--- src/rtl/trf_pkg.sv ---
// ----------------------------------------------------------------------------
// trf_pkg: shared types and constants for the tilt reminder controller
// Holds the payload structs, the state and reason codes and the register map.
// ----------------------------------------------------------------------------
package trf_pkg;

    localparam int SNOOZE_PRESSES_DEF = 4;

    localparam logic [15:0] SNOOZE_SECONDS_RST        = 16'd300;
    localparam logic [15:0] TILT_INTERVAL_SECONDS_RST = 16'd900;
    localparam logic [15:0] TILT_MIN_SECONDS_RST      = 16'd60;

    localparam logic [2:0]  PRESS_MAX = 3'd7;

    typedef enum logic [3:0] {
        ST_INIT           = 4'd0,
        ST_WAIT           = 4'd1,
        ST_TRAVEL         = 4'd2,
        ST_TRAVEL_ELAPSED = 4'd3,
        ST_TILT_STARTED   = 4'd4,
        ST_WAITING_TILT   = 4'd5,
        ST_SNOOZED        = 4'd6,
        ST_IN_TILT        = 4'd7,
        ST_DURATION_OK    = 4'd8,
        ST_STOPPED        = 4'd9
    } state_t;

    typedef enum logic [3:0] {
        RS_OTHER           = 4'd0,
        RS_DISABLED        = 4'd1,
        RS_SNOOZED         = 4'd2,
        RS_NOT_SEATED      = 4'd3,
        RS_TILT_BEGIN      = 4'd4,
        RS_TILT_REQUESTED  = 4'd5,
        RS_INITIAL_REQUEST = 4'd6,
        RS_END             = 4'd7,
        RS_END_OK          = 4'd8,
        RS_COMPLETE        = 4'd9
    } reason_t;

    typedef enum logic [1:0] {
        CFG_SNOOZE_SECONDS        = 2'd0,
        CFG_TILT_INTERVAL_SECONDS = 2'd1,
        CFG_TILT_MIN_SECONDS      = 2'd2,
        CFG_UNUSED                = 2'd3
    } cfg_index_t;

    localparam logic [1:0] SEAT_SEATED     = 2'd1;
    localparam logic [1:0] SEAT_CONFIRMING = 2'd2;

    localparam logic [2:0] ANGLE_BEGUN      = 3'd1;
    localparam logic [2:0] ANGLE_IN_TILT    = 3'd2;
    localparam logic [2:0] ANGLE_CONFIRMING = 3'd3;
    localparam logic [2:0] ANGLE_ENDED      = 3'd4;

    typedef struct packed {
        logic [31:0] time_seconds;
        logic        button_pressed;
        logic        enabled;
        logic [1:0]  seating_code;
        logic [2:0]  angle_code;
        logic        moving;
    } in_item_t;

    typedef struct packed {
        logic [3:0] notify_state;
        logic [3:0] reason_code;
    } out_item_t;

    typedef struct packed {
        logic [1:0]  index;
        logic [15:0] data;
    } cfg_req_t;

    // Control between pipeline stages
    typedef struct packed {
        logic item_valid;
        logic advance;
    } stage_ctl_t;

    function automatic logic [15:0] sat_inc16(input logic [15:0] v);
        return (v == 16'hFFFF) ? v : v + 16'd1;
    endfunction

endpackage

--- src/rtl/trf_stream_if.sv ---
// ----------------------------------------------------------------------------
// trf_stream_if: valid/ready channel
// Carries one request per accepting edge; payload type set per instance.
// ----------------------------------------------------------------------------
interface trf_stream_if #(
    parameter type payload_t = logic
);
    logic     valid;
    logic     ready;
    payload_t data;

    modport source (
        output valid,
        output data,
        input  ready
    );

    modport sink (
        input  valid,
        input  data,
        output ready
    );
endinterface

--- src/rtl/trf_in_stage.sv ---
// ----------------------------------------------------------------------------
// trf_in_stage: input register
// Captures one input request and holds it until the core consumes it.
// ----------------------------------------------------------------------------
module trf_in_stage
    import trf_pkg::*;
(
    input  logic       clk,
    input  logic       rst_n,
    input  logic       in_valid,
    output logic       in_ready,
    input  in_item_t   in_data,
    input  logic       advance,
    output stage_ctl_t ctl,
    output in_item_t   item
);

    logic     valid_reg;
    logic     valid_next;
    in_item_t item_reg;

    assign in_ready   = !valid_reg || advance;
    assign valid_next = in_ready ? in_valid : valid_reg;

    always_ff @(posedge clk or negedge rst_n)
    begin
        if (!rst_n)
        begin
            valid_reg <= 1'b0;
        end
        else
        begin
            valid_reg <= valid_next;
        end
    end

    always_ff @(posedge clk)
    begin
        if (in_ready && in_valid)
        begin
            item_reg <= in_data;
        end
    end

    assign ctl.item_valid = valid_reg;
    assign ctl.advance    = advance;
    assign item           = item_reg;

endmodule

--- src/rtl/trf_core.sv ---
// ----------------------------------------------------------------------------
// trf_core: reminder state machine
// Holds the configuration and controller state and steps once per request.
// ----------------------------------------------------------------------------
module trf_core
    import trf_pkg::*;
#(
    parameter int SNOOZE_PRESSES = SNOOZE_PRESSES_DEF
) (
    input  logic       clk,
    input  logic       rst_n,
    input  logic       cfg_valid,
    output logic       cfg_ready,
    input  cfg_req_t   cfg_data,
    input  stage_ctl_t ctl,
    input  in_item_t   item,
    output out_item_t  result
);

    localparam logic [2:0] PRESS_LIMIT = 3'(SNOOZE_PRESSES);

    logic [15:0] snooze_seconds_reg;
    logic [15:0] tilt_interval_seconds_reg;
    logic [15:0] tilt_min_seconds_reg;

    state_t      mode_reg,         mode_next;
    reason_t     reason_reg,       reason_next;
    logic [15:0] second_count_reg, second_count_next;
    logic [2:0]  press_count_reg,  press_count_next;
    logic [31:0] last_time_reg;

    logic seated;
    logic tick;
    logic held_tilt;

    assign cfg_ready = 1'b1;

    assign seated    = (item.seating_code == SEAT_SEATED) ||
                       (item.seating_code == SEAT_CONFIRMING);
    assign tick      = (item.time_seconds != last_time_reg);
    assign held_tilt = (item.angle_code == ANGLE_IN_TILT) ||
                       (item.angle_code == ANGLE_CONFIRMING);

    always_ff @(posedge clk or negedge rst_n)
    begin
        if (!rst_n)
        begin
            snooze_seconds_reg        <= SNOOZE_SECONDS_RST;
            tilt_interval_seconds_reg <= TILT_INTERVAL_SECONDS_RST;
            tilt_min_seconds_reg      <= TILT_MIN_SECONDS_RST;
        end
        else if (cfg_valid)
        begin
            unique case (cfg_index_t'(cfg_data.index))
                CFG_SNOOZE_SECONDS:        snooze_seconds_reg        <= cfg_data.data;
                CFG_TILT_INTERVAL_SECONDS: tilt_interval_seconds_reg <= cfg_data.data;
                CFG_TILT_MIN_SECONDS:      tilt_min_seconds_reg      <= cfg_data.data;
                default:                   ;
            endcase
        end
    end

    always_ff @(posedge clk or negedge rst_n)
    begin
        if (!rst_n)
        begin
            mode_reg         <= ST_INIT;
            reason_reg       <= RS_OTHER;
            second_count_reg <= 16'd0;
            press_count_reg  <= 3'd0;
            last_time_reg    <= 32'd0;
        end
        else if (ctl.advance)
        begin
            mode_reg         <= mode_next;
            reason_reg       <= reason_next;
            second_count_reg <= second_count_next;
            press_count_reg  <= press_count_next;
            last_time_reg    <= item.time_seconds;
        end
    end

    always_comb
    begin
        mode_next         = mode_reg;
        reason_next       = reason_reg;
        second_count_next = second_count_reg;
        press_count_next  = press_count_reg;

        unique case (mode_reg)
            ST_INIT:
            begin
                reason_next       = RS_OTHER;
                press_count_next  = 3'd0;
                second_count_next = 16'd0;
                if (item.seating_code == SEAT_SEATED)
                begin
                    mode_next = ST_WAIT;
                end
                if (!item.enabled)
                begin
                    mode_next = ST_INIT;
                end
            end
            ST_TRAVEL_ELAPSED:
            begin
                mode_next = item.moving ? ST_TRAVEL_ELAPSED : ST_WAITING_TILT;
            end
            ST_WAIT:
            begin
                reason_next = RS_OTHER;
                if (item.moving)
                begin
                    mode_next = ST_TRAVEL;
                end
                if (seated)
                begin
                    if (tick)
                    begin
                        second_count_next = sat_inc16(second_count_reg);
                        if (second_count_next >= tilt_interval_seconds_reg ||
                            item.angle_code == ANGLE_IN_TILT)
                        begin
                            mode_next = ST_TILT_STARTED;
                        end
                    end
                end
                else
                begin
                    mode_next = ST_INIT;
                end
                if (!item.enabled)
                begin
                    mode_next   = ST_INIT;
                    reason_next = RS_DISABLED;
                end
            end
            ST_TRAVEL:
            begin
                reason_next = RS_OTHER;
                mode_next   = item.moving ? ST_TRAVEL : ST_WAIT;
                if (tick)
                begin
                    second_count_next = sat_inc16(second_count_reg);
                end
                if (!seated)
                begin
                    mode_next = ST_INIT;
                end
                if (!item.enabled)
                begin
                    mode_next   = ST_INIT;
                    reason_next = RS_DISABLED;
                end
            end
            ST_WAITING_TILT:
            begin
                reason_next       = RS_OTHER;
                second_count_next = 16'd0;
                if (item.button_pressed)
                begin
                    if (press_count_reg < PRESS_MAX)
                    begin
                        press_count_next = press_count_reg + 3'd1;
                    end
                    if (press_count_next >= PRESS_LIMIT)
                    begin
                        mode_next   = ST_SNOOZED;
                        reason_next = RS_SNOOZED;
                    end
                end
                else
                begin
                    press_count_next = 3'd0;
                end
                // travel wins and keeps any snooze reason
                priority if (item.moving)
                begin
                    mode_next = ST_TRAVEL_ELAPSED;
                end
                else if (!seated)
                begin
                    mode_next   = ST_STOPPED;
                    reason_next = RS_NOT_SEATED;
                end
                else
                begin
                    if (item.angle_code == ANGLE_BEGUN ||
                        item.angle_code == ANGLE_IN_TILT)
                    begin
                        mode_next   = ST_IN_TILT;
                        reason_next = RS_TILT_BEGIN;
                    end
                    if (!item.enabled)
                    begin
                        mode_next   = ST_INIT;
                        reason_next = RS_DISABLED;
                    end
                end
            end
            ST_SNOOZED:
            begin
                reason_next = RS_OTHER;
                if (tick)
                begin
                    second_count_next = sat_inc16(second_count_reg);
                    if (second_count_next >= snooze_seconds_reg ||
                        item.angle_code == ANGLE_IN_TILT)
                    begin
                        mode_next   = ST_WAITING_TILT;
                        reason_next = RS_TILT_REQUESTED;
                    end
                end
                if (!seated)
                begin
                    mode_next   = ST_STOPPED;
                    reason_next = RS_NOT_SEATED;
                end
                if (!item.enabled)
                begin
                    mode_next   = ST_INIT;
                    reason_next = RS_DISABLED;
                end
            end
            ST_TILT_STARTED:
            begin
                mode_next   = ST_WAITING_TILT;
                reason_next = RS_INITIAL_REQUEST;
            end
            ST_IN_TILT:
            begin
                reason_next = RS_OTHER;
                if (!seated)
                begin
                    mode_next   = ST_STOPPED;
                    reason_next = RS_NOT_SEATED;
                end
                else
                begin
                    if (tick)
                    begin
                        second_count_next = sat_inc16(second_count_reg);
                    end
                    priority if (held_tilt)
                    begin
                        mode_next = (second_count_next >= tilt_min_seconds_reg) ?
                                    ST_DURATION_OK : ST_IN_TILT;
                    end
                    else if (item.angle_code == ANGLE_ENDED)
                    begin
                        mode_next   = ST_STOPPED;
                        reason_next = RS_END;
                    end
                    else
                    begin
                        mode_next = ST_IN_TILT;
                    end
                    if (!item.enabled)
                    begin
                        mode_next   = ST_STOPPED;
                        reason_next = RS_DISABLED;
                    end
                end
            end
            ST_DURATION_OK:
            begin
                if (!seated)
                begin
                    mode_next   = ST_STOPPED;
                    reason_next = RS_NOT_SEATED;
                end
                else
                begin
                    if (tick)
                    begin
                        second_count_next = sat_inc16(second_count_reg);
                    end
                    if (item.angle_code == ANGLE_ENDED)
                    begin
                        mode_next   = ST_STOPPED;
                        reason_next = RS_END_OK;
                    end
                    if (!item.enabled)
                    begin
                        mode_next   = ST_STOPPED;
                        reason_next = RS_DISABLED;
                    end
                end
            end
            ST_STOPPED:
            begin
                reason_next = RS_COMPLETE;
                mode_next   = ST_INIT;
            end
            default:
            begin
                mode_next   = ST_INIT;
                reason_next = RS_OTHER;
            end
        endcase
    end

    assign result.notify_state = mode_next;
    assign result.reason_code  = reason_next;

endmodule

--- src/rtl/trf_out_stage.sv ---
// ----------------------------------------------------------------------------
// trf_out_stage: result register
// Holds one result until the downstream side takes it.
// ----------------------------------------------------------------------------
module trf_out_stage
    import trf_pkg::*;
(
    input  logic       clk,
    input  logic       rst_n,
    input  stage_ctl_t ctl_in,
    output logic       advance,
    input  out_item_t  result,
    output logic       out_valid,
    input  logic       out_ready,
    output out_item_t  out_data
);

    logic      valid_reg;
    logic      valid_next;
    out_item_t data_reg;

    // advance when a result is waiting and the slot is free or draining
    assign advance = ctl_in.item_valid && (!valid_reg || out_ready);

    always_comb
    begin
        valid_next = valid_reg;
        if (out_ready)
        begin
            valid_next = 1'b0;
        end
        if (advance)
        begin
            valid_next = 1'b1;
        end
    end

    always_ff @(posedge clk or negedge rst_n)
    begin
        if (!rst_n)
        begin
            valid_reg <= 1'b0;
        end
        else
        begin
            valid_reg <= valid_next;
        end
    end

    always_ff @(posedge clk)
    begin
        if (advance)
        begin
            data_reg <= result;
        end
    end

    assign out_valid = valid_reg;
    assign out_data  = data_reg;

endmodule

--- src/rtl/tilt_reminder_fsm.sv ---
// A request waits in the input register; the result register takes its result when
// free or draining. Throughput: one request per cycle while results are taken; the state
// update is one register step, so each item sees the state left by the one before it.
// Reset (rst_n low, asynchronous): state goes to init, reason to other, counters
// and last timestamp to zero, registers to 300 / 900 / 60 seconds.
// ----------------------------------------------------------------------------
// tilt_reminder_fsm: tilt reminder controller top level
// Input register, state machine core and result register in series.
// ----------------------------------------------------------------------------
module tilt_reminder_fsm
    import trf_pkg::*;
#(
    parameter int SNOOZE_PRESSES = SNOOZE_PRESSES_DEF
) (
    input  logic         clk,
    input  logic         rst_n,
    trf_stream_if.sink   in_ch,
    trf_stream_if.source out_ch,
    trf_stream_if.sink   cfg_ch
);

    stage_ctl_t ctl;
    logic       advance;
    in_item_t   item;
    out_item_t  result;

    trf_in_stage u_in_stage (
        .clk      (clk),
        .rst_n    (rst_n),
        .in_valid (in_ch.valid),
        .in_ready (in_ch.ready),
        .in_data  (in_ch.data),
        .advance  (advance),
        .ctl      (ctl),
        .item     (item)
    );

    trf_core #(
        .SNOOZE_PRESSES (SNOOZE_PRESSES)
    ) u_core (
        .clk       (clk),
        .rst_n     (rst_n),
        .cfg_valid (cfg_ch.valid),
        .cfg_ready (cfg_ch.ready),
        .cfg_data  (cfg_ch.data),
        .ctl       (ctl),
        .item      (item),
        .result    (result)
    );

    trf_out_stage u_out_stage (
        .clk       (clk),
        .rst_n     (rst_n),
        .ctl_in    (ctl),
        .advance   (advance),
        .result    (result),
        .out_valid (out_ch.valid),
        .out_ready (out_ch.ready),
        .out_data  (out_ch.data)
    );

endmodule

--- src/flat_wrapper.sv ---
// flat-port wrapper written by rule: the top's interface ports become plain ports
module tilt_reminder_fsm_flat import trf_pkg::*;
#(
    parameter int SNOOZE_PRESSES = SNOOZE_PRESSES_DEF
)
  (clk, rst_n, in_ch_valid, in_ch_data, in_ch_ready, out_ch_valid, out_ch_data, out_ch_ready, cfg_ch_valid, cfg_ch_data, cfg_ch_ready);
  trf_stream_if #(.payload_t(in_item_t)) in_ch_i ();
  trf_stream_if #(.payload_t(out_item_t)) out_ch_i ();
  trf_stream_if #(.payload_t(cfg_req_t)) cfg_ch_i ();
  input  logic clk;
  input  logic rst_n;
  input wire logic [$bits(in_ch_i.valid)-1:0] in_ch_valid;
  input wire logic [$bits(in_ch_i.data)-1:0] in_ch_data;
  output wire logic [$bits(in_ch_i.ready)-1:0] in_ch_ready;
  output wire logic [$bits(out_ch_i.valid)-1:0] out_ch_valid;
  output wire logic [$bits(out_ch_i.data)-1:0] out_ch_data;
  input wire logic [$bits(out_ch_i.ready)-1:0] out_ch_ready;
  input wire logic [$bits(cfg_ch_i.valid)-1:0] cfg_ch_valid;
  input wire logic [$bits(cfg_ch_i.data)-1:0] cfg_ch_data;
  output wire logic [$bits(cfg_ch_i.ready)-1:0] cfg_ch_ready;
  assign in_ch_i.valid = in_ch_valid;
  assign in_ch_i.data = in_ch_data;
  assign in_ch_ready = in_ch_i.ready;
  assign out_ch_valid = out_ch_i.valid;
  assign out_ch_data = out_ch_i.data;
  assign out_ch_i.ready = out_ch_ready;
  assign cfg_ch_i.valid = cfg_ch_valid;
  assign cfg_ch_i.data = cfg_ch_data;
  assign cfg_ch_ready = cfg_ch_i.ready;
  tilt_reminder_fsm #(.SNOOZE_PRESSES(SNOOZE_PRESSES)) u_core (.clk(clk), .rst_n(rst_n), .in_ch(in_ch_i), .out_ch(out_ch_i), .cfg_ch(cfg_ch_i));
endmodule
--- config.mk ---
export PLATFORM = sky130hd
export DESIGN_NAME = tilt_reminder_fsm_flat
export DESIGN_NICKNAME = d
export VERILOG_FILES = /design/src/rtl/trf_pkg.sv /design/src/rtl/trf_stream_if.sv /design/src/rtl/trf_in_stage.sv /design/src/rtl/trf_core.sv /design/src/rtl/trf_out_stage.sv /design/src/rtl/tilt_reminder_fsm.sv /design/src/flat_wrapper.sv
export SDC_FILE = /design/constraint.sdc
export NUM_CORES = 1
export LEC_CHECK = 0
export ABC_AREA = 1
export BUFFER_PORTS_ARGS = -buffer_cell sky130_fd_sc_hd__buf_2
export CORE_MARGIN = 4
export CORE_UTILIZATION = 43
export CTS_CLUSTER_SIZE = 14
export DETAILED_ROUTE_END_ITERATION = 8
export HOLD_SLACK_MARGIN = 0.1
export PLACE_DENSITY = 0.71
export SYNTH_ARGS = -nofsm -noshare
export SYNTH_HDL_FRONTEND = slang
export SYNTH_HIERARCHICAL = 1
export SYNTH_SLANG_ARGS = --single-unit
--- constraint.sdc ---
create_clock -name clk -period 3.15 [get_ports clk]
set_clock_uncertainty 0.15 [all_clocks]
set_input_delay 0.4725 -clock clk [delete_from_list [all_inputs] [get_ports clk]]
set_output_delay 0.4725 -clock clk [all_outputs]
set_load 0.1 [all_outputs]
==> flow_summary.toml, run 1 <==
[run_status]
result_of_the_run = "finished, violations left"
failing_checks = "negative setup slack"

[routing]
via_per_inst = 4.977
drt-wirelength-per-cell_um = 14.20
drtAntennaViolNets = 0
total_wire_length_um = 21610
num_vias = 7575
route.detailed.drc = 0
detail_route.iter0.violations = 592
drt-pass1-iter-count = 6

[clock_network]
cts_htree_levels = 4
cts.sink_count = 157
cts_root_buffer = "clkbuf_16"
clock_tree_from_tritoncts = "built"
worst_skew_pair.late_latency_ns = 0.44
cts_inserted_buffers = 17
cts.reportedPaths.clkPinSlew_ns = 0.07
clk_path_buf_depth = 2

[sta]
final_period_minus_worst_setup_slack_ns = 3.252
final_report_setup_violation_count = 12
finalWorstSetupSlack_ns = -0.1023
report.final.slew_viol_count = 0
tightest_slew_ns = 0.9716
max_clock_freq_ghz = 0.3075
slew-limit-headroom = 0.3507
finalHoldViolCount = 0
period_share = 1.032
rsz_0062_raised_after_global_routing = "true"

[critical_path]
endpoint_kind = "register"
critical_path_buf_inv_count = 4
critical_path_class = "register to register"
setup.worst_path.start_class = "register"
cp_common_cell = "nand2_1"
critPathMaxStageDelay_ns = 0.39
crit_path_max_fanout = 4
arr_time_crit_path_ns = 3.25
crit_path_cell_chain = "ha_4 > nand3_4 > nor2_4 > nand4_4 > nor2_4 > inv_2 > buf_4 > o21ai_4 > nand2_1 > o21ai_2 > inv_1 > ha_1 > inv_1 > o21bai_1 > nand2_1 > nand2_1 > nand2_1 > nand2_1 > nand2_2 > nand3_2 > nand2_2 > nand3_2 > nand4_1"
slowest_stage = "dfrtp_1"
critical_path.top_delay_family = "simple AND/OR/NAND/NOR gates"
crit_required_ns = 3.15

[floorplan]
core-area_um2 = 19590
chipWidth_um = 149.5
die-area_um2 = 22360
num_rows = 51
fp.dieH_um = 149.5
initial_util = 0.4396
number_of_i_o_pins = 74

[synth]
post_synthesis_average_cell_area_um2 = 8.257
dominantRegCellSynth = "dfrtp_1"
synth_nets = 1157
async_flop_share = 0.6943
synth_seq_area_share = 0.4858
ys_types = 45
synth-edff-count = 48
synth_area_um2 = 8612
synth.top_cells.by_area = "dfrtp_1 (28%), edfxtp_1 (17%), nand2_1 (14%)"
synth_commonest_cells = "nand2_1 (321), inv_1 (157), dfrtp_1 (97)"
synth.ff_latch_count = 157
yosys_warnings = 6
yosysTopAreaCellShare = 0.2819
synthDominantAreaCellType = "dfrtp_1"
synth_most_common_cell = "nand2_1"
post_synth_inst_count = 1043

[run]
max_capacitance_violation_count = 0

[placement]
portBuffers = 72
gp_congestion = 0.9204
detailedPlacementHpwl_um = 14070
post_dp_cell_area_um2 = 9663

[layout]
ratio_of_cells_with_drive_above_1_in_the_final_layout = 0.2482
nets = 1358
final_util = 0.5793
fin_area_um2 = 11350
diodes = 0
area_growth_syn_to_layout_pct = 31.77
largest_register_ffs = 40

[power]
p_seq_frac = 0.403
static-leakage-power_nw = 5.676
power.share.combinational = 0.272
p_sw_mw = 2.347
max-vdd-ir-drop_uv = 356.1
swShare = 0.3627
fraction_of_power_consumed_by_the_clock_network = 0.326
pwr_density_cell_nw_per_um2 = 570.1
internal-power_mw = 4.123

[global_route]
global_route.usage.total = 0.1944
grt_first_pass_wirelength_um = 35030
largest_net_degree_at_the_start_of_global_routing = 57
grt_antenna_before_repair = 0
global_route.overflow_total = 0
grt_pass1_vias = 7516

[min_path]
hold_path.class = "input port to register"
[path summary, 6_finish.rpt]
| check | startpoint | to | slack (ns) | depth (start not counted) |
|---|---|---|---|---|
| setup / recovery | u_core/u_core/second_count_reg[1] | u_core/u_out_stage/out_data[6] | -0.10 | 23 |
| hold reg to reg | u_core/u_core/tilt_min_seconds_reg[14] | u_core/u_core/tilt_min_seconds_reg[14] | 0.34 | 2 |
| max in group asynchronous | rst_n | u_core/u_core/second_count_reg[3] | 1.57 | 3 |
| hold / removal | in_ch_valid | u_core/u_in_stage/valid_reg | 0.13 | 3 |
| min in group asynchronous | rst_n | u_core/u_core/tilt_min_seconds_reg[12] | 0.49 | 2 |
| setup reg to reg | u_core/u_core/second_count_reg[1] | u_core/u_out_stage/out_data[6] | -0.10 | 23 |
[power by group through the flow]
stage	sequential [mW]	clock, mW	combinational [mW]
final	2.61	2.11	1.76
after global routing	2.64	2.22	1.97
after CTS	2.60	2.14	1.63
after detailed placement	2.64	0	1.53
after global placement	2.63	0	1.50
after floorplan	2.75	0	1.00
[tightest hold or removal path: stages]
cell and delay, ns:
buf_2 0.07, inv_1 0.06, nand2_1 0.07
[placed cells by master, fill, tap and decap left out, types with 36 or more instances in the layout]
cell type      instances
ha_1                  43
dlygate4sd3_1         41
buf_4                 91
nand2_1              311
buf_2                 71
nor2_1                45
inv_1                150
edfxtp_1              48
o21ai_0               80
dfrtp_1               96
nand3_1               36
[layer usage]
layer | GRT usage | wire [um] | vias up
li1 | - | - | 3732
met1 | 0.2453 | 9313 | 3573
met2 | 0.3344 | 10840 | 224
met3 | 0.04179 | 1001 | 46
met4 | 0.06178 | 462 | 0
met5 | 0 | 0 | -
[layout make-up]
cell class | instances | area (um2)
clock buffer | 17 | 425.4
clock inverter | 15 | 187.7
fill | 1682 | 8242
inverter | 160 | 600.6
multi-input combinational | 697 | 4061
sequential | 157 | 4185
tap | 265 | 331.6
timing repair buffer | 211 | 1556
[repair_timing]
action / CTS / global route
buffers inserted: 40 / 4
endpoints found under the setup margin: 12 / 15
hold buffers: 41 / 0
hold endpoints to repair: 94 / 0
pin swaps: 15 / 22
gates resized for setup: 35 / 61
cloned: 0 / 0
[cells by family after synthesis]
logic type | Yosys count | share of synthesized area
AOI/OAI and AO/OA | 152 | 0.09647
xor gates and xnor gates | 33 | 0.03443
adders and majority gates | 51 | 0.07410
buffers and inverters | 189 | 0.08572
DFF | 157 | 0.4858
other | 1 | 0.0004354
and+or+nand+nor | 460 | 0.2230
[metrics by stage]
step	power (mW)	TNS [ns]	setup slack (ns)	instances	hold WS (ns)
2_1_floorplan	3.748	0	0.0003144	1043	0.02691
3_3_place_gp	4.130	-0.7321	-0.1349	1411	0.3167
3_5_place_dp	4.165	-1.607	-0.2132	1411	0.3249
4_1_cts	6.369	-0.6407	-0.1038	1524	0.1074
5_1_grt	6.826	-2.965	-0.2938	1522	0.1156
6_report	6.469	-0.5597	-0.1023	1522	0.1270
(Power assumes the default switching activity.)
==> run 2: changes to the inputs <==
PLACE_DENSITY = 0.69   (was 0.71)
clock period = 3.2 ns   (was 3.15 ns; I/O delays follow)
==> run 2 against run 1 <==
  * The run still ends with negative setup slack left
  * Critical endpoint unchanged
  * Cell area is 0.84% lower
  * Combinational power hardly changed
  * Routed wire length is 4.6% lower
  * Largest cell class unchanged
  * Register-to-register slack hardly changed
  * Highest routed layer unchanged
==> flow_summary.toml, run 2 (same netlist as run 1, synthesis figures left out) <==
[clock_network]
cts_root_buffer = "clkbuf_16"
cts.sink_count = 157
cts.reportedPaths.clkPinSlew_ns = 0.07
cts_inserted_buffers = 17
clock_tree_from_tritoncts = "built"
clk_path_buf_depth = 2
worst_skew_pair.late_latency_ns = 0.45
cts_htree_levels = 4

[sta]
setup_total_negative_slack_ns = -0.4802
finalHoldViolCount = 0
tightest_slew_ns = 0.9970
max_clock_freq_ghz = 0.3034
final_period_minus_worst_setup_slack_ns = 3.296
timing.hold.ws_ns = 0.1352
slew-limit-headroom = 0.3337
finalWorstSetupSlack_ns = -0.09585
period_share = 1.030
rsz_0062_raised_after_global_routing = "true"
final_report_setup_violation_count = 7
report.final.slew_viol_count = 0

[critical_path]
setup.worst_path.start_class = "register"
timing.rr.start = "u_core/u_core/second_count_reg[1]"
critical_path_class = "register to register"
crit_required_ns = 3.21
crit_path_max_fanout = 4
arr_time_crit_path_ns = 3.31
worst_setup_path_startpoint = "u_core/u_core/second_count_reg[1]"
endpoint_kind = "register"

[floorplan]
num_rows = 51
chipWidth_um = 149.5
core-area_um2 = 19590
fp.dieH_um = 149.5
number_of_i_o_pins = 74
initial_util = 0.4396
die-area_um2 = 22360

[power]
pwr_density_cell_nw_per_um2 = 568.9
static-leakage-power_nw = 5.539
max-vdd-ir-drop_uv = 356.3

[routing]
route.detailed.drc = 0
total_wire_length_um = 20630
num_vias = 7226
drt-pass1-iter-count = 6
met2_wirelength_um = 10120
detail_route.iter0.violations = 437
detail_route.wirelength.met1_um = 9167
via_per_inst = 4.830
drt-wirelength-per-cell_um = 13.79
routed.top_layer = "met4"
drtAntennaViolNets = 0
met3_length_um = 809

[run_status]
result_of_the_run = "finished, violations left"
failing_checks = "negative setup slack"

[global_route]
grt_pass1_vias = 7307
grt_first_pass_wirelength_um = 34310
global_route.overflow_total = 0
global_route.usage.total = 0.1919
largest_net_degree_at_the_start_of_global_routing = 56
grt_antenna_before_repair = 0

[layout]
largest_register_ffs = 40
finish.cell_count_without_fillers = 1496
most-common-layout-cells = "nand2_1 (309), inv_1 (147), dfrtp_1 (96), o21ai_0 (82), buf_2 (71)"
fin_area_um2 = 11250
area_growth_syn_to_layout_pct = 30.67
nets = 1332
ratio_of_cells_with_drive_above_1_in_the_final_layout = 0.2445
diodes = 0
layout_commonest_cell = "nand2_1"

[run]
max_capacitance_violation_count = 0

[placement]
place_worst_setup_slack_ns = -0.1918
post_dp_cell_area_um2 = 9646
dp.cells = 1407
detailedPlacementHpwl_um = 13940
gp_congestion = 0.9069
portBuffers = 72

[min_path]
hold_start = "in_ch_valid"
hold_path.class = "input port to register"
==> run 2: area by class of cell <==
| type | instances | area, um2 |
|---|---|---|
| clock buffers | 17 | 425.4 |
| clock inverters | 15 | 211.5 |
| fillers | 1671 | 8337 |
| inverters | 160 | 605.6 |
| multi-input cells | 697 | 4135 |
| flip-flops and latches | 157 | 4185 |
| well taps | 265 | 331.6 |
| repair buffers | 185 | 1359 |
==> run 2: metrics by stage <==
stage | power (mW) | util
floorplan | 3.690 | -
global placement | 4.078 | 0.4924
detailed placement | 4.110 | 0.4924
CTS | 6.334 | 0.5562
global route | 6.792 | 0.5744
finish | 6.402 | 0.5744
==> run 2: power breakdown <==
part / leakage [nW] / switching, mW / internal, mW
Sequential: 1.82 / 0.182 / 2.38
Combinational: 3.42 / 1.12 / 0.625
Clock: 0.305 / 1.01 / 1.08
==> run 2: worst max-delay path, cell delays in order, from the launching register on <==
cell and delay [ns]:
dfrtp_1 0.37, ha_2 0.21, nand3_4 0.08, nor2_4 0.15
nand4_4 0.11, nor2_4 0.15, inv_2 0.06, buf_4 0.16
o21ai_4 0.15, nand2_1 0.09, o21ai_2 0.09, inv_2 0.07
ha_4 0.26, inv_1 0.03, o21bai_1 0.12, nand2_1 0.06
nand2_1 0.08, nand2_1 0.08, nand2_1 0.07, nand2_1 0.07
nand3_2 0.11, nand2_2 0.09, nand3_2 0.08, nand4_1 0.13
==> run 2: final timing paths <==
path                                                                to  slack, ns  depth (start not counted)
setup / recovery                        u_core/u_out_stage/out_data[6]       -0.1                         23
hold reg to reg            u_core/u_core/tilt_interval_seconds_reg[14]       0.34                          2
max in group asynchronous        u_core/u_core/tilt_min_seconds_reg[3]       1.66                          3
setup reg to reg                        u_core/u_out_stage/out_data[6]       -0.1                         23
hold / removal                             u_core/u_in_stage/valid_reg       0.14                          3
min in group asynchronous  u_core/u_core/tilt_interval_seconds_reg[12]       0.50                          2
==> run 2: what timing repair did <==
item | in CTS | in global routing
resized for setup | 38 | 72
setup buffers | 10 | 6
endpoints found under the setup margin | 12 | 12
hold buffers | 41 | 0
endpoints found under the hold margin | 86 | 0
pin swaps | 13 | 34
==> run 2: metal layers <==
layer  global-route usage  vias up
met4              0.07780        0
met3              0.04119       38
li1                     -     3677
met1               0.2463     3337
met2               0.3172      174
met5                    0        -
